[src/design/cspc_pkg.sv]
package cspc_pkg;

  // Request kinds
  typedef enum logic [1:0] {
    KIND_TICK  = 2'd0,
    KIND_WRITE = 2'd1,
    KIND_READ  = 2'd2
  } kind_t;

  // Register select, taken from address bits 3..1
  typedef enum logic [2:0] {
    REG_DATA_LO = 3'd0,
    REG_DATA_HI = 3'd1,
    REG_STATUS  = 3'd2,
    REG_MODE    = 3'd4,
    REG_CONTROL = 3'd5,
    REG_BAUD    = 3'd7
  } reg_sel_t;

  localparam logic [5:0]  DSR_ACTIVE_TICKS = 6'd32;
  localparam logic [21:0] MIN_BIT_PERIOD   = 22'd32;

  localparam logic [8:0]  MODE_WR_MASK = 9'h13F;
  localparam logic [13:0] CTRL_WR_MASK = 14'h3F2F;

  // Baud scale per mode[1:0]
  localparam logic [2:0] SCALE_TAB [4] = '{3'd0, 3'd0, 3'd4, 3'd6};

  // Control bits
  localparam int CTRL_TX_EN    = 0;
  localparam int CTRL_DTR      = 1;
  localparam int CTRL_RX_EN    = 2;
  localparam int CTRL_IRQ_ACK  = 4;
  localparam int CTRL_SOFT_RST = 6;
  localparam int CTRL_TX_IRQ   = 10;
  localparam int CTRL_RX_IRQ   = 11;
  localparam int CTRL_DSR_IRQ  = 12;
  localparam int CTRL_PORT_B   = 13;

  // Flag bits
  localparam int F_TXP = 0;
  localparam int F_RXP = 1;
  localparam int F_TXB = 2;
  localparam int F_RXB = 3;
  localparam int F_AVL = 4;
  localparam int F_IRQ = 5;

  // Status bits
  localparam int STAT_TX_IDLE = 0;
  localparam int STAT_RX_AVL  = 1;
  localparam int STAT_DSR     = 7;
  localparam int STAT_IRQ     = 9;

  typedef struct packed {
    logic [1:0]  kind;
    logic [3:0]  address;
    logic [15:0] write_data;
    logic        rx_bit;
    logic        dsr_event_a;
    logic        dsr_event_b;
  } cspc_item_t;

  typedef struct packed {
    logic [31:0] read_data;
    logic        irq_level;
    logic        select_a;
    logic        select_b;
    logic        bit_strobe;
    logic        tx_bit;
  } cspc_result_t;

  typedef struct packed {
    logic [21:0]      divider;
    logic [8:0]       mode;
    logic [13:0]      ctrl;
    logic [15:0]      baud;
    logic [7:0]       tx_shift;
    logic [7:0]       rx_shift;
    logic [2:0]       tx_count;
    logic [2:0]       rx_count;
    logic [5:0]       flags;
    logic [1:0][5:0]  dsr_win;
  } cspc_state_t;

endpackage

[src/design/cspc_req_if.sv]
interface cspc_req_if;
  logic        valid;
  logic        ready;
  logic [1:0]  kind;
  logic [3:0]  address;
  logic [15:0] write_data;
  logic        rx_bit;
  logic        dsr_event_a;
  logic        dsr_event_b;

  modport source (
    output valid, kind, address, write_data, rx_bit, dsr_event_a, dsr_event_b,
    input  ready
  );
  modport sink (
    input  valid, kind, address, write_data, rx_bit, dsr_event_a, dsr_event_b,
    output ready
  );
endinterface

[src/design/cspc_rsp_if.sv]
interface cspc_rsp_if;
  logic        valid;
  logic        ready;
  logic [31:0] read_data;
  logic        irq_level;
  logic        select_a;
  logic        select_b;
  logic        bit_strobe;
  logic        tx_bit;

  modport source (
    output valid, read_data, irq_level, select_a, select_b, bit_strobe, tx_bit,
    input  ready
  );
  modport sink (
    input  valid, read_data, irq_level, select_a, select_b, bit_strobe, tx_bit,
    output ready
  );
endinterface

[src/design/cspc_in_stage.sv]
module cspc_in_stage (
  input  logic                clk,
  input  logic                rst_n,
  cspc_req_if.sink            in_req,
  input  logic                advance,
  output logic                item_valid,
  output cspc_pkg::cspc_item_t item
);
  import cspc_pkg::*;

  logic       item_valid_r;
  cspc_item_t item_r;

  // Take a new request whenever the register is empty or drains this cycle.
  assign in_req.ready = !item_valid_r || advance;

  always_ff @(posedge clk) begin
    if (!rst_n) begin
      item_valid_r <= 1'b0;
    end else if (in_req.ready) begin
      item_valid_r <= in_req.valid;
    end
  end

  always_ff @(posedge clk) begin
    if (in_req.valid && in_req.ready) begin
      item_r.kind        <= in_req.kind;
      item_r.address     <= in_req.address;
      item_r.write_data  <= in_req.write_data;
      item_r.rx_bit      <= in_req.rx_bit;
      item_r.dsr_event_a <= in_req.dsr_event_a;
      item_r.dsr_event_b <= in_req.dsr_event_b;
    end
  end

  assign item_valid = item_valid_r;
  assign item       = item_r;
endmodule

[src/design/cspc_core.sv]
module cspc_core (
  input  logic                  clk,
  input  logic                  rst_n,
  input  logic                  step,
  input  cspc_pkg::cspc_item_t  item,
  output cspc_pkg::cspc_result_t result
);
  import cspc_pkg::*;

  cspc_state_t state_r;
  cspc_state_t state_nxt;

  function automatic logic [21:0] bit_period(cspc_state_t st);
    logic [21:0] p;
    p = ({6'd0, st.baud} << SCALE_TAB[st.mode[1:0]]) & ~22'd1;
    if (p < MIN_BIT_PERIOD) begin
      p = MIN_BIT_PERIOD;
    end
    return p;
  endfunction

  function automatic logic sel_a(logic [13:0] ctrl);
    return ctrl[CTRL_DTR] && !ctrl[CTRL_PORT_B];
  endfunction

  function automatic logic sel_b(logic [13:0] ctrl);
    return ctrl[CTRL_DTR] && ctrl[CTRL_PORT_B];
  endfunction

  // Launch queued directions, drop busy flags when both sides are disabled, and clear the divider when neither is busy.
  function automatic cspc_state_t start_stop(cspc_state_t st);
    cspc_state_t r;
    logic        go;
    r  = st;
    go = (r.flags[F_RXP] && r.ctrl[CTRL_RX_EN]) || (r.flags[F_TXP] && r.ctrl[CTRL_TX_EN]);
    if (go) begin
      if (r.flags[F_RXP]) begin
        r.flags[F_RXP] = 1'b0;
        r.flags[F_AVL] = 1'b0;
        r.flags[F_RXB] = 1'b1;
        r.rx_shift     = 8'd0;
        r.rx_count     = 3'd0;
      end
      if (r.flags[F_TXP]) begin
        r.flags[F_TXP] = 1'b0;
        r.flags[F_TXB] = 1'b1;
        r.tx_count     = 3'd0;
      end
      r.divider = bit_period(r);
    end
    if (!r.ctrl[CTRL_TX_EN] && !r.ctrl[CTRL_RX_EN]) begin
      r.flags[F_RXB] = 1'b0;
      r.flags[F_TXB] = 1'b0;
    end
    if (!r.flags[F_RXB] && !r.flags[F_TXB]) begin
      r.divider = 22'd0;
    end
    return r;
  endfunction

  function automatic logic [5:0] dsr_next(logic [5:0] win, logic ev, logic selected);
    logic [5:0] w;
    w = win;
    if (ev && selected) begin
      w = DSR_ACTIVE_TICKS;
    end else if (w != 6'd0) begin
      w = w - 6'd1;
    end
    return w;
  endfunction

  always_comb begin
    cspc_state_t s;
    logic [31:0] rd;
    logic [23:0] v;
    logic        strobe;
    logic        txd;
    logic        done;

    s      = state_r;
    rd     = 32'd0;
    strobe = 1'b0;
    txd    = 1'b0;
    done   = 1'b0;
    v      = {8'd0, item.write_data} << {item.address[0], 3'b000};

    case (kind_t'(item.kind))
      KIND_TICK: begin
        s.dsr_win[0] = dsr_next(state_r.dsr_win[0], item.dsr_event_a, sel_a(state_r.ctrl));
        s.dsr_win[1] = dsr_next(state_r.dsr_win[1], item.dsr_event_b, sel_b(state_r.ctrl));
        if ((item.dsr_event_a && sel_a(state_r.ctrl)) ||
            (item.dsr_event_b && sel_b(state_r.ctrl))) begin
          if (s.ctrl[CTRL_DSR_IRQ]) begin
            s.flags[F_IRQ] = 1'b1;
          end
        end
        if (s.divider != 22'd0) begin
          s.divider = s.divider - 22'd1;
          if (s.divider == 22'd0 && (s.flags[F_TXB] || s.flags[F_RXB])) begin
            strobe = 1'b1;
            if (s.flags[F_TXB]) begin
              txd        = s.tx_shift[s.tx_count];
              s.tx_count = s.tx_count + 3'd1;
              if (s.tx_count == 3'd0) begin
                done           = 1'b1;
                s.flags[F_TXB] = 1'b0;
                if (s.ctrl[CTRL_TX_IRQ]) begin
                  s.flags[F_IRQ] = 1'b1;
                end
              end
            end
            if (s.flags[F_RXB]) begin
              s.rx_shift[s.rx_count] = item.rx_bit;
              s.rx_count             = s.rx_count + 3'd1;
              if (s.rx_count == 3'd0) begin
                done           = 1'b1;
                s.flags[F_RXB] = 1'b0;
                s.flags[F_AVL] = 1'b1;
                if (s.ctrl[CTRL_RX_IRQ]) begin
                  s.flags[F_IRQ] = 1'b1;
                end
              end
            end
            s.divider = bit_period(s);
            if (done) begin
              s = start_stop(s);
            end
          end
        end
      end

      KIND_WRITE: begin
        case (reg_sel_t'(item.address[3:1]))
          REG_DATA_LO, REG_DATA_HI: begin
            // Any lane but the lowest shifts the byte out of reach.
            s.tx_shift     = (item.address[1:0] == 2'd0) ? item.write_data[7:0] : 8'd0;
            s.flags[F_TXP] = 1'b1;
            s.flags[F_TXB] = 1'b0;
          end
          REG_MODE: begin
            s.mode = v[8:0] & MODE_WR_MASK;
          end
          REG_CONTROL: begin
            s.ctrl = v[13:0] & CTRL_WR_MASK;
            if (v[CTRL_IRQ_ACK]) begin
              s.flags[F_IRQ] = 1'b0;
            end
            if (v[CTRL_SOFT_RST]) begin
              s = '0;
            end
            if (!sel_a(s.ctrl)) begin
              s.dsr_win[0] = 6'd0;
            end
            if (!sel_b(s.ctrl)) begin
              s.dsr_win[1] = 6'd0;
            end
          end
          REG_BAUD: begin
            s.baud = v[15:0];
          end
          default: begin
          end
        endcase
        s = start_stop(s);
      end

      KIND_READ: begin
        case (reg_sel_t'(item.address[3:1]))
          REG_DATA_LO, REG_DATA_HI: begin
            rd             = {4{state_r.rx_shift}};
            s.flags[F_AVL] = 1'b0;
            s.flags[F_RXB] = 1'b0;
            s.flags[F_RXP] = 1'b1;
            s              = start_stop(s);
            rd             = rd >> {item.address[1], 4'b0000};
          end
          REG_STATUS: begin
            rd[STAT_TX_IDLE] = !(state_r.flags[F_TXP] || state_r.flags[F_TXB]);
            rd[STAT_RX_AVL]  = state_r.flags[F_AVL];
            rd[STAT_DSR]     = (state_r.dsr_win[0] != 6'd0) || (state_r.dsr_win[1] != 6'd0);
            rd[STAT_IRQ]     = state_r.flags[F_IRQ];
          end
          REG_MODE:    rd = {23'd0, state_r.mode};
          REG_CONTROL: rd = {18'd0, state_r.ctrl};
          REG_BAUD:    rd = {16'd0, state_r.baud};
          default: begin
          end
        endcase
        rd = rd >> {item.address[0], 3'b000};
      end

      default: begin
      end
    endcase

    state_nxt         = s;
    result.read_data  = rd;
    result.irq_level  = s.flags[F_IRQ];
    result.select_a   = sel_a(s.ctrl);
    result.select_b   = sel_b(s.ctrl);
    result.bit_strobe = strobe;
    result.tx_bit     = txd;
  end

  always_ff @(posedge clk) begin
    if (!rst_n) begin
      state_r <= '0;
    end else if (step) begin
      state_r <= state_nxt;
    end
  end
endmodule

[src/design/cspc_out_stage.sv]
module cspc_out_stage (
  input  logic                   clk,
  input  logic                   rst_n,
  input  logic                   load,
  input  cspc_pkg::cspc_result_t result,
  output logic                   free,
  cspc_rsp_if.source             out_rsp
);
  import cspc_pkg::*;

  logic         out_valid_r;
  cspc_result_t out_data_r;

  // The register can take a result when empty or when its result leaves now.
  assign free = !out_valid_r || out_rsp.ready;

  always_ff @(posedge clk) begin
    if (!rst_n) begin
      out_valid_r <= 1'b0;
    end else if (free) begin
      out_valid_r <= load;
    end
  end

  always_ff @(posedge clk) begin
    if (load && free) begin
      out_data_r <= result;
    end
  end

  assign out_rsp.valid      = out_valid_r;
  assign out_rsp.read_data  = out_data_r.read_data;
  assign out_rsp.irq_level  = out_data_r.irq_level;
  assign out_rsp.select_a   = out_data_r.select_a;
  assign out_rsp.select_b   = out_data_r.select_b;
  assign out_rsp.bit_strobe = out_data_r.bit_strobe;
  assign out_rsp.tx_bit     = out_data_r.tx_bit;
endmodule

[src/design/console_serial_port_controller_unit.sv]
// Serial port controller: bus reads/writes and bit-clock ticks, one request per cycle
// when not stalled. Path: the input register, then the result register.
// Throughput: 1 request per cycle unless stalled; cspc_core updates its state per request.
// Reset: synchronous, active-low rst_n clears the core state: flags, counters and DSR windows.
// Pipeline registers drop their valid bits on reset; no clearing pass is needed.
module console_serial_port_controller_unit (
  input  logic       clk,
  input  logic       rst_n,
  cspc_req_if.sink   in_req,
  cspc_rsp_if.source out_rsp
);
  import cspc_pkg::*;

  cspc_item_t   item;
  cspc_result_t result;
  logic         item_valid;
  logic         out_free;
  logic         advance;

  // Advance the held request into the result register whenever that register
  // is empty or its result is taken in this cycle. The state update happens
  // on the same edge, so each request sees all effects of the one before it.
  assign advance = item_valid && out_free;

  // Input register: holds one request; refills as it drains.
  cspc_in_stage u_in (
    .clk        (clk),
    .rst_n      (rst_n),
    .in_req     (in_req),
    .advance    (advance),
    .item_valid (item_valid),
    .item       (item)
  );

  // Register file, shift registers, divider, DSR windows and the per-request
  // next-state logic: tick, bus write or bus read.
  cspc_core u_core (
    .clk    (clk),
    .rst_n  (rst_n),
    .step   (advance),
    .item   (item),
    .result (result)
  );

  // Result register: hold a result while the consumer stalls. With both
  // registers full, the input side stalls until the result is taken.
  cspc_out_stage u_out (
    .clk     (clk),
    .rst_n   (rst_n),
    .load    (advance),
    .result  (result),
    .free    (out_free),
    .out_rsp (out_rsp)
  );
endmodule

[src/flat_wrapper.sv]
// flat-port wrapper written by rule: the top's interface ports become plain ports
module console_serial_port_controller_unit_flat import cspc_pkg::*;
  (clk, rst_n, in_req_valid, in_req_kind, in_req_address, in_req_write_data, in_req_rx_bit, in_req_dsr_event_a, in_req_dsr_event_b, in_req_ready, out_rsp_valid, out_rsp_read_data, out_rsp_irq_level, out_rsp_select_a, out_rsp_select_b, out_rsp_bit_strobe, out_rsp_tx_bit, out_rsp_ready);
  cspc_req_if in_req_i ();
  cspc_rsp_if out_rsp_i ();
  input  logic clk;
  input  logic rst_n;
  input wire logic [$bits(in_req_i.valid)-1:0] in_req_valid;
  input wire logic [$bits(in_req_i.kind)-1:0] in_req_kind;
  input wire logic [$bits(in_req_i.address)-1:0] in_req_address;
  input wire logic [$bits(in_req_i.write_data)-1:0] in_req_write_data;
  input wire logic [$bits(in_req_i.rx_bit)-1:0] in_req_rx_bit;
  input wire logic [$bits(in_req_i.dsr_event_a)-1:0] in_req_dsr_event_a;
  input wire logic [$bits(in_req_i.dsr_event_b)-1:0] in_req_dsr_event_b;
  output wire logic [$bits(in_req_i.ready)-1:0] in_req_ready;
  output wire logic [$bits(out_rsp_i.valid)-1:0] out_rsp_valid;
  output wire logic [$bits(out_rsp_i.read_data)-1:0] out_rsp_read_data;
  output wire logic [$bits(out_rsp_i.irq_level)-1:0] out_rsp_irq_level;
  output wire logic [$bits(out_rsp_i.select_a)-1:0] out_rsp_select_a;
  output wire logic [$bits(out_rsp_i.select_b)-1:0] out_rsp_select_b;
  output wire logic [$bits(out_rsp_i.bit_strobe)-1:0] out_rsp_bit_strobe;
  output wire logic [$bits(out_rsp_i.tx_bit)-1:0] out_rsp_tx_bit;
  input wire logic [$bits(out_rsp_i.ready)-1:0] out_rsp_ready;
  assign in_req_i.valid = in_req_valid;
  assign in_req_i.kind = in_req_kind;
  assign in_req_i.address = in_req_address;
  assign in_req_i.write_data = in_req_write_data;
  assign in_req_i.rx_bit = in_req_rx_bit;
  assign in_req_i.dsr_event_a = in_req_dsr_event_a;
  assign in_req_i.dsr_event_b = in_req_dsr_event_b;
  assign in_req_ready = in_req_i.ready;
  assign out_rsp_valid = out_rsp_i.valid;
  assign out_rsp_read_data = out_rsp_i.read_data;
  assign out_rsp_irq_level = out_rsp_i.irq_level;
  assign out_rsp_select_a = out_rsp_i.select_a;
  assign out_rsp_select_b = out_rsp_i.select_b;
  assign out_rsp_bit_strobe = out_rsp_i.bit_strobe;
  assign out_rsp_tx_bit = out_rsp_i.tx_bit;
  assign out_rsp_i.ready = out_rsp_ready;
  console_serial_port_controller_unit u_core (.clk(clk), .rst_n(rst_n), .in_req(in_req_i), .out_rsp(out_rsp_i));
endmodule
[config.mk]
export PLATFORM = sky130hd
export DESIGN_NAME = console_serial_port_controller_unit_flat
export DESIGN_NICKNAME = d
export VERILOG_FILES = /design/src/design/cspc_pkg.sv /design/src/design/cspc_req_if.sv /design/src/design/cspc_rsp_if.sv /design/src/design/cspc_in_stage.sv /design/src/design/cspc_core.sv /design/src/design/cspc_out_stage.sv /design/src/design/console_serial_port_controller_unit.sv /design/src/flat_wrapper.sv
export SDC_FILE = /design/constraint.sdc
export NUM_CORES = 1
export LEC_CHECK = 0
export ABC_CLOCK_PERIOD_IN_PS = 3300
export BUFFER_PORTS_ARGS = -buffer_cell sky130_fd_sc_hd__buf_2
export CAP_MARGIN = 10
export CORE_MARGIN = 5
export CORE_UTILIZATION = 30
export CTS_CLUSTER_DIAMETER = 150
export DETAILED_ROUTE_END_ITERATION = 10
export PLACE_DENSITY = 0.48
export SKIP_CTS_REPAIR_TIMING = 1
export SYNTH_ARGS = -nofsm -noshare
export SYNTH_HDL_FRONTEND = slang
export SYNTH_SLANG_ARGS = --single-unit
[constraint.sdc]
create_clock -name clk -period 3.3 [get_ports clk]
set_input_delay 0.165 -clock clk [delete_from_list [all_inputs] [get_ports clk]]
set_output_delay 0.165 -clock clk [all_outputs]
set_load 0.05 [all_outputs]
==> reports/results.md, run 1 <==
| Result | Value |
| --- | --- |
| Flip-flop and latch count after synthesis | 160 |
| Remaining antenna violation count after routing | 0 |
| Sequential power share | 0.428 |
| Most repeated cell in the gate-level netlist after synthesis | nor2_1 |
| Count of flip-flops with a built-in enable after synthesis | 62 |
| Vias per inst | 5.55 |
| Total power after layout | 5.14 mW |
| Post-synthesis share of cell area spent on full adders, half adders and majority gates | 0.0121 |
| Actual transition at the worst max-transition pin | 0.739 ns |
| Latest clock arrival within the worst-skew pair | 0.44 ns |
| Setup repair after global routing missed its margin | no |
| Highest fanout seen on the critical path | 9 |
| Max clock buf depth | 2 |
| Wire length per cell after detailed routing | 20.3 um |
| Worst setup skew after layout | 0.0109 ns |
| Number of top-level pins | 68 |
| Vias in the first global route | 8455 |
| Most frequently used flop master after synthesis | dfxtp_1 |
| Post-synthesis instance area | 9320 sq um |
| Distinct cell type count of the synthesized netlist | 83 |
| Number of filler instances in the final layout | 3164 |
| Internal power | 3.63 mW |
| FMAX | 322 MHz |
| Endpoints failing setup | 0 |
| Biggest area contributors in the synthesized netlist | dfxtp_1 (21%), edfxtp_1 (20%), nor2_1 (5.4%), o21ai_0 (3.6%), nand2_1 (3.4%) |
| Chip Width | 186 um |
| Final number of max-transition violations | 0 |
| List of most frequent post-synthesis cells | nor2_1 (133), dfxtp_1 (98), nand2_1 (85) |
| Per-instance average area after synthesis | 8.64 sq um |
| Antenna violations before repair | 1 |
| Psw | 1.51 mW |
| Power Dens Cells | 444 nW/um^2 |
| Count of H-tree levels built during CTS | 4 |
| Wire length reported by the detailed router | 32.9 mm |
| Drt initial violations | 917 |
| Portion of the clock cycle consumed by the worst path in the final layout | 0.941 |
| Clk sinks | 160 |
| Crit path arrival time | 3.46 ns |
| Status | completed |
| Via count | 9001 |
| Synthesis-to-finish area growth | 24.2% |
| Initial Utilization | 0.305 |
| Slew margin rel. | 0.507 |
| Critical path capture point type | flop |
| Total routing resource utilization after global routing | 0.189 |
| Xor-xnor portion of the synthesized cell area | 0.0244 |
| Compound-Gate Fraction of Synth Area | 0.238 |
| Detailed placer's ending HPWL | 24.4 mm |
| Share of the synthesized area in the top cell type | 0.211 |
| Clock period minus final worst setup slack | 3.10 ns |
| Die area | 34700 sq um |
| Worst hold margin | 0.0316 ns |
| Die Span Y | 186 um |
| Sequential cell area fraction in the yosys report | 0.410 |
| Mux share of post-synthesis cell area | 0.0474 |
| Core area | 30600 sq um |
| Path type of the worst setup path | flop to flop |
| RD Place Congestion | 0.901 |
| CTS tree | built |
| Dominant combinational cell family by area after synthesis | compound AO/OA/AOI/OAI gates |
| Required time of the worst setup path | 3.66 ns |
| Comb power frac | 0.187 |
| Length in cells of the worst reg-to-reg path | 12 |
| Total CTS buffers | 17 |
| Number of design rule violations left after detail routing | 0 |
| Fraction of final layout cells with drive strength greater than 1 | 0.206 |
| Switching share of power | 0.295 |
| Count of nets after finishing | 1251 |
| GR Overflow Total | 0 |
| Clock power share | 0.385 |
| Wire length of the first global-routing pass | 50.5 mm |
| Worst hold stages | 4 |
| Proportion of register bits with asynchronous set or reset after synthesis | 0 |
| Gate Count Post-Synth | 1078 |
| Startpoint Class | flop |
| Total of max-cap violations | 0 |
| Smallest setup slack after layout | 0.196 ns |
| Clock transition at path regs | 0.07 ns |
| Largest voltage drop on the vdd net | 0.356 mV |
| Cell taking the most area after synthesis | dfxtp_1 |
| Number of detailed-route iterations in the first pass | 6 |
| Port buffer count | 67 |
| Yosys Warn Count | 0 |
| Hold crit path type | primary input to flop |
| # rows | 64 |
| Mapped Nets | 1116 |
| Synthesized-area fraction occupied by and/or/nand/nor cells | 0.225 |
| Fin. Hold Viols | 0 |
| LEAKAGE | 4.16 nW |
| Maximum number of pins on one net before global-route repair | 49 |
| CTS root buf | clkbuf_16 |
| Post-placement setup slack | 0.0168 ns |
==> critical path, stage by stage, from the launching register on <==
cell       delay [ns]
dfxtp_2          0.35
inv_1            0.08
ha_2             0.26
nor2b_1          0.23
a31oi_1          0.13
nor4_1           0.29
o2111ai_1        0.20
or4_4            0.49
o31a_1           0.34
buf_4            0.18
nor2_2           0.19
nand3b_1         0.10
a31oi_1          0.18
==> cell usage in the layout, fill, tap and decap left out, types with 14 or more instances in the layout <==
| master | instances |
|---|---|
| inv_1 | 25 |
| buf_2 | 67 |
| nand2_1 | 85 |
| a221oi_1 | 18 |
| buf_4 | 98 |
| nor3_1 | 35 |
| edfxtp_1 | 62 |
| nor4_1 | 14 |
| xor2_1 | 14 |
| clkbuf_16 | 18 |
| nor2_1 | 130 |
| o21ai_0 | 67 |
| a21oi_1 | 56 |
| mux2i_1 | 25 |
| dfxtp_1 | 96 |
| dlygate4sd3_1 | 26 |
| a22oi_1 | 24 |
| nand4_1 | 17 |
| nand3_1 | 32 |
| a211oi_1 | 32 |
==> routing by layer <==
| metal | part of all wire | up-vias | track usage |
|---|---|---|---|
| met1 | 0.47 | 4328 | 0.267 |
| li1 | - | 4335 | - |
| met2 | 0.45 | 303 | 0.296 |
| met5 | 0.00040 | - | 0 |
| met3 | 0.063 | 33 | 0.0368 |
| met4 | 0.016 | 2 | 0.0504 |
==> state kept, by name, summed over array words and instances, names as in the netlist <==
| name | flops |
|---|---|
| u_core.u_in.item_valid | 1 |
| u_core.u_out.out_rsp.select_a | 1 |
| u_core.u_out.out_rsp.tx_bit | 1 |
| u_core.u_out.out_rsp.irq_level | 1 |
| u_core.u_core.state_r | 96 |
| u_core.u_out.out_rsp.valid | 1 |
| u_core.u_out.out_rsp.bit_strobe | 1 |
| u_core.u_out.out_rsp.select_b | 1 |
| u_core.u_in.item | 25 |
| u_core.u_out.out_rsp.read_data | 32 |
==> metrics by stage <==
stage	utilization	std cells	cell area (sq um)	setup TNS [ns]
finish	0.378	1623	11600	0
global route	0.378	1622	11600	0
CTS	0.366	1594	11200	-0.00844
detailed placement	0.347	1562	10600	0
global placement	0.347	1562	10600	0
floorplan	-	1078	9320	0
==> final cells by class <==
class / count / area [sq um] / area share
multi-input cells: 814 / 5170 / 0.447
well taps: 396 / 495 / 0.0428
repair buffers: 194 / 1390 / 0.120
inverters: 26 / 97.6 / 0.00843
clock buffers: 20 / 478 / 0.0413
diodes: 1 / 2.50 / 0.000216
flip-flops and latches: 160 / 3830 / 0.331
clock inverters: 12 / 105 / 0.00908
==> path summary, 6_finish.rpt <==
| check | startpoint | to | slack, ns |
|---|---|---|---|
| max | u_core.u_core.state_r[80] | u_core.u_core.state_r[80] | 0.20 |
| min | out_rsp_ready | u_core.u_out.out_rsp.valid | 0.03 |
| max reg2reg | u_core.u_core.state_r[80] | u_core.u_core.state_r[80] | 0.20 |
| min reg2reg | u_core.u_core.state_r[64] | u_core.u_core.state_r[64] | 0.45 |
==> logic make-up after synthesis <==
group                    after synthesis
AO/OA/AOI/OAI                        321
XOR/XNOR                              26
adder cells (fa/ha/maj)                9
buffers and inverters                104
flip-flops                           160
multiplexers                          40
AND/OR/NAND/NOR                      418
==> power groups by stage <==
stage	sequential [mW]	clock [mW]	combinational (mW)
floorplan	2.29	0	0.494
global placement	2.24	0	0.906
detailed placement	2.24	0	0.905
CTS	2.20	2.03	0.908
global route	2.21	2.12	1.04
finish	2.20	1.98	0.959
Power figures use the tool's default switching activity.
==> run 2: changes to the inputs <==
CTS_BUF_LIST = sky130_fd_sc_hd__clkbuf_2 sky130_fd_sc_hd__clkbuf_4 sky130_fd_sc_hd__clkbuf_8   (was not set)
==> reports/results.md, run 2 (synthesis results as in run 1) <==
| Result | Value |
| --- | --- |
| Vias per inst | 5.51 |
| Internal power | 3.21 mW |
| Most common cell after layout, fill and taps aside | nor2_1 |
| Wire length of the first global-routing pass | 50.5 mm |
| Total power after layout | 4.67 mW |
| Fraction of final layout cells with drive strength greater than 1 | 0.206 |
| LEAKAGE | 4.08 nW |
| Vias in the first global route | 8466 |
| Startpoint Class | flop |
| Antenna violations before repair | 1 |
| Remaining antenna violation count after routing | 0 |
| Chip Width | 186 um |
| Final number of max-transition violations | 0 |
| Clk sinks | 160 |
| Setup TNS | 0 ns |
| Port buffer count | 67 |
| Core area | 30600 sq um |
| Max clock buf depth | 2 |
| Actual transition at the worst max-transition pin | 0.727 ns |
| Total CTS buffers | 17 |
| Required time of the worst setup path | 3.72 ns |
| Final std cell area, no fill | 11400 sq um |
| Latest clock arrival within the worst-skew pair | 0.49 ns |
| # rows | 64 |
| Max reg flops | 96 |
| Post-placement setup slack | 0.0168 ns |
| RD Place Congestion | 0.901 |
| CTS tree | built |
| Number of design rule violations left after detail routing | 0 |
| Wire length reported by the detailed router | 32.8 mm |
| Total of max-cap violations | 0 |
| Reg with most FFs | u_core.u_core.state_r |
| Comb power frac | 0.205 |
| Path type of the worst setup path | flop to flop |
| Initial Utilization | 0.305 |
| Final core area utilization | 0.372 |
| GR Overflow Total | 0 |
| Post-Place Cell Area | 10600 sq um |
| Power Dens Cells | 410 nW/um^2 |
| ANT cells | 0 |
| Number of detailed-route iterations in the first pass | 6 |
| Highest fanout seen on the critical path | 12 |
| Clock transition at path regs | 0.09 ns |
| Drt initial violations | 841 |
| Largest voltage drop on the vdd net | 0.239 mV |
| Count of nets after finishing | 1252 |
| Slew margin rel. | 0.516 |
| Die area | 34700 sq um |
| Die Span Y | 186 um |
| Endpoints failing setup | 0 |
| Synthesis-to-finish area growth | 22.3% |
| Fin. Hold Viols | 0 |
| Clock power share | 0.323 |
| FMAX | 320 MHz |
| Sequential power share | 0.471 |
| Total routing resource utilization after global routing | 0.189 |
| Most used cells in the layout excluding fill and tap cells | nor2_1 (130), buf_4 (98), dfxtp_1 (96) |
| Clock period minus final worst setup slack | 3.12 ns |
| Count of H-tree levels built during CTS | 4 |
| Wire length per cell after detailed routing | 20.2 um |
| Hold crit path type | primary input to flop |
| Number of top-level pins | 68 |
| Switching share of power | 0.311 |
| Via count | 8950 |
| Detailed placer's ending HPWL | 24.4 mm |
| Smallest setup slack after layout | 0.176 ns |
| CTS root buf | clkbuf_8 |
| Psw | 1.45 mW |
| Critical path capture point type | flop |
| Portion of the clock cycle consumed by the worst path in the final layout | 0.947 |
| Worst setup skew after layout | 0.0138 ns |
| Maximum number of pins on one net before global-route repair | 49 |
| Status | completed |
| Setup repair after global routing missed its margin | no |
| Crit path arrival time | 3.54 ns |
run 2: worst max-delay path, cell delays in order (launching register included):
cell	delay, ns
edfxtp_1	0.57
buf_4	0.26
and3_1	0.35
a221oi_1	0.51
and3_1	0.22
a221o_1	0.14
nand4bb_1	0.11
nor3_1	0.34
a31oi_1	0.17
o22a_1	0.24
a21oi_1	0.13
run 2: final timing paths:
check | from | to | slack (ns) | cells after the start
max | u_core.u_in.item[22] | u_core.u_core.state_r[84] | 0.18 | 10
min | rst_n | u_core.u_core.state_r[88] | 0.14 | 3
max reg2reg | u_core.u_in.item[22] | u_core.u_core.state_r[84] | 0.18 | 10
min reg2reg | u_core.u_core.state_r[33] | u_core.u_core.state_r[33] | 0.46 | 2
run 2: cell type report:
type	instances	area [sq um]
clock buffer	19	262
clock inverter	13	135
fill	3175	19200
inverter	26	97.6
multi-input combinational	814	5170
sequential	160	3830
tap	396	495
timing repair buffer	195	1400
run 2: through the flow:
stage / cells / hold slack (ns)
finish: 1623 / 0.142
global route: 1623 / 0.118
CTS: 1594 / -0.184
detailed placement: 1562 / 0.343
global placement: 1562 / 0.342
floorplan: 1078 / 0.264
run 2: per-layer routing:
| layer | GRT usage | wire (um) | up-vias |
|---|---|---|---|
| met5 | 0 | 0 | - |
| met4 | 0.0589 | 740 | 0 |
| met3 | 0.0346 | 2060 | 45 |
| met2 | 0.291 | 14700 | 281 |
| met1 | 0.269 | 15300 | 4288 |
| li1 | - | - | 4336 |
run 2: power by group through the flow:
stage / Sequential (mW) / Clock [mW] / Combinational (mW)
after floorplan: 2.29 / 0 / 0.494
after global placement: 2.24 / 0 / 0.906
after detailed placement: 2.24 / 0 / 0.905
after CTS: 2.20 / 1.56 / 0.908
after global routing: 2.21 / 1.65 / 1.04
final: 2.20 / 1.51 / 0.958
==> run 3: changes to the inputs <==
==> constraint.sdc (replaced) <==
create_clock -name clk -period 3.3 [get_ports clk]
set_input_delay 0.66 -clock clk [delete_from_list [all_inputs] [get_ports clk]]
set_output_delay 0.66 -clock clk [all_outputs]
set_load 0.05 [all_outputs]
==> reports/results.md, run 3 (synthesis results as in run 1) <==
| Result | Value |
| --- | --- |
| Status | completed |
| Endpoints failing setup | 0 |
| Vias in the first global route | 8523 |
| Crit path arrival time | 3.54 ns |
| Die Span Y | 186 um |
| Most used cells in the layout excluding fill and tap cells | nor2_1 (130), buf_4 (98), dfxtp_1 (98) |
| Worst hold margin | 0.345 ns |
| CTS tree | built |
| Capture instance of the worst register-to-register path | u_core.u_core.state_r[79] |
| Worst setup skew after layout | 0.0199 ns |
| Synthesis-to-finish area growth | 19.4% |
| Total of max-cap violations | 0 |
| Smallest setup slack after layout | 0.176 ns |
| Dominant delay contributor by cell family on the critical path | compound AO/OA/AOI/OAI gates |
| Die area | 34700 sq um |
| Highest fanout seen on the critical path | 12 |
| Internal power | 3.11 mW |
| Sequential cell area | 3820 sq um |
| RD Place Congestion | 0.904 |
| Max reg flops | 96 |
| # rows | 64 |
| Count of H-tree levels built during CTS | 4 |
| Worst hold endpoint | u_core.u_in.item[7] |
| Worst path slowest cell | a221oi_1 |
| Most frequent cell on the critical path | buf_4 |
| Setup repair after global routing missed its margin | no |
| Clock period minus final worst setup slack | 3.12 ns |
| Psw | 1.52 mW |
| Maximum number of pins on one net before global-route repair | 45 |
| Switching share of power | 0.328 |
| Most common cell after layout, fill and taps aside | nor2_1 |
| WP buf/inv | 2 |
| Required time of the worst setup path | 3.71 ns |
| Highest cell delay on the worst timing path | 0.64 ns |
| Chip Width | 186 um |
| Total power after layout | 4.63 mW |
| Startpoint of the lowest-slack register-to-register path | u_core.u_core.state_r[89] |
| Detailed placer's ending HPWL | 24.5 mm |
| Via count | 8821 |
| Crit. Startpoint | u_core.u_core.state_r[89] |
| Fin. Hold Viols | 0 |
| Number of design rule violations left after detail routing | 0 |
| Path type of the worst setup path | flop to flop |
| Number of detailed-route iterations in the first pass | 5 |
| Total CTS buffers | 17 |
| Number of top-level pins | 68 |
| Clock power share | 0.319 |
| Latest clock arrival within the worst-skew pair | 0.48 ns |
| Startpoint Class | flop |
| Hold crit path type | primary input to flop |
| Portion of the clock cycle consumed by the worst path in the final layout | 0.947 |
| Critical path, cell by cell | nor3_2 -> buf_4 -> nand2_1 -> nor4_1 -> buf_4 -> a221oi_1 -> o21ai_0 -> a21o_1 -> or4_1 -> a21oi_1 |
| FMAX | 320 MHz |
| CTS root buf | clkbuf_8 |
| Area occupied by multi-input gates | 5210 sq um |
| Worst hold stages | 1 |
| Final number of max-transition violations | 0 |
| Sequential power share | 0.476 |
| Total routing resource utilization after global routing | 0.187 |
| Met2 Resource Use GR | 0.285 |
| Most used routing layer in global routing | met2 |
| Setup TNS | 0 ns |
| Wire length reported by the detailed router | 32.6 mm |
| Power Dens Cells | 416 nW/um^2 |
| Antenna violations before repair | 1 |
| Source of the worst hold timing path | in_req_write_data[4] |
| Global routing met3 resource utilization | 0.0321 |
| Post-placement setup slack | -0.0717 ns |
| Wire length of the first global-routing pass | 50.1 mm |
| Comb power frac | 0.205 |
| ANT cells | 0 |
| Reg with most FFs | u_core.u_core.state_r |
| Clk sinks | 160 |
| Slew margin rel. | 0.484 |
| GR Overflow Total | 0 |
| Core area | 30600 sq um |
| Critical path capture point type | flop |
| Met1 track utilization from global routing | 0.268 |
| Drt initial violations | 658 |
| Clock transition at path regs | 0.11 ns |
| Fraction of final layout cells with drive strength greater than 1 | 0.211 |
| Actual transition at the worst max-transition pin | 0.774 ns |
| Wire length per cell after detailed routing | 20.4 um |
| Max clock buf depth | 2 |
| Initial Utilization | 0.305 |
| Number of filler instances in the final layout | 3183 |
| Remaining antenna violation count after routing | 0 |
| Largest voltage drop on the vdd net | 0.204 mV |
| Vias per inst | 5.53 |
| Count of nets after finishing | 1224 |
| Reg-to-reg setup timing slack | 0.18 ns |
| Length in cells of the worst reg-to-reg path | 10 |
| LEAKAGE | 4.00 nW |
| Port buffer count | 67 |
-- run 3: cell types whose count changed in the layout (fill, tap and decap cells not counted), sizes merged --
| cell | previous run | this run |
|---|---|---|
| inv | 29 | 35 |
| buf | 168 | 167 |
| clkbuf | 19 | 17 |
| clkinv | 7 | 4 |
| bufinv | 2 | 1 |
| dlygate4sd3 | 27 | 0 |
-- run 3: per-stage QoR --
stage          area [sq um]  utilization  std cells
2_1_floorplan          9320            -       1078
3_3_place_gp          10600        0.347       1562
3_5_place_dp          10600        0.347       1562
4_1_cts               11000        0.359       1594
5_1_grt               11100        0.364       1595
6_report              11100        0.364       1595
-- run 3: how the worst max path moves through the flow --
stage	to	slack, ns	cells past startpoint
finish	u_core.u_core.state_r[79]	0.18	10
global route	u_core.u_core.state_r[85]	0.007	9
CTS	u_core.u_core.state_r[21]	-0.12	13
detailed placement	u_core.u_core.state_r[21]	-0.07	13
global placement	u_core.u_core.state_r[21]	0.06	13
floorplan	u_core.u_core.state_r[21]	0.15	10
-- run 3: metal layers --
layer	wire [um]	part of all wire	up-vias
met1	15300	0.47	4204
li1	-	-	4268
met3	2050	0.063	48
met5	0	0	-
met2	14300	0.44	301
met4	975	0.030	0
-- run 3: area by class of cell --
class	instances	area share
well taps	396	0.0446
clock buffers	17	0.0210
inverters	26	0.00878
clock inverters	15	0.0133
multi-input cells	814	0.469
flip-flops and latches	160	0.344
repair buffers	167	0.0999
-- run 3: power groups by stage --
stage                     combinational, mW  clock (mW)  sequential [mW]
after CTS                             0.915        1.52             2.20
after global routing                   1.03        1.59             2.21
after floorplan                       0.494           0             2.29
after detailed placement              0.911           0             2.24
after global placement                0.919           0             2.24
final                                 0.952        1.48             2.20
-- run 3: worst reg2reg max path, delay by kind of cell, from the launching register on --
kind / cells / cell delay [ns]
AO/OA/AOI/OAI: 4 / 1.40
flip-flops: 1 / 0.55
buffers and inverters: 2 / 0.32
AND/OR/NAND/NOR: 4 / 0.78
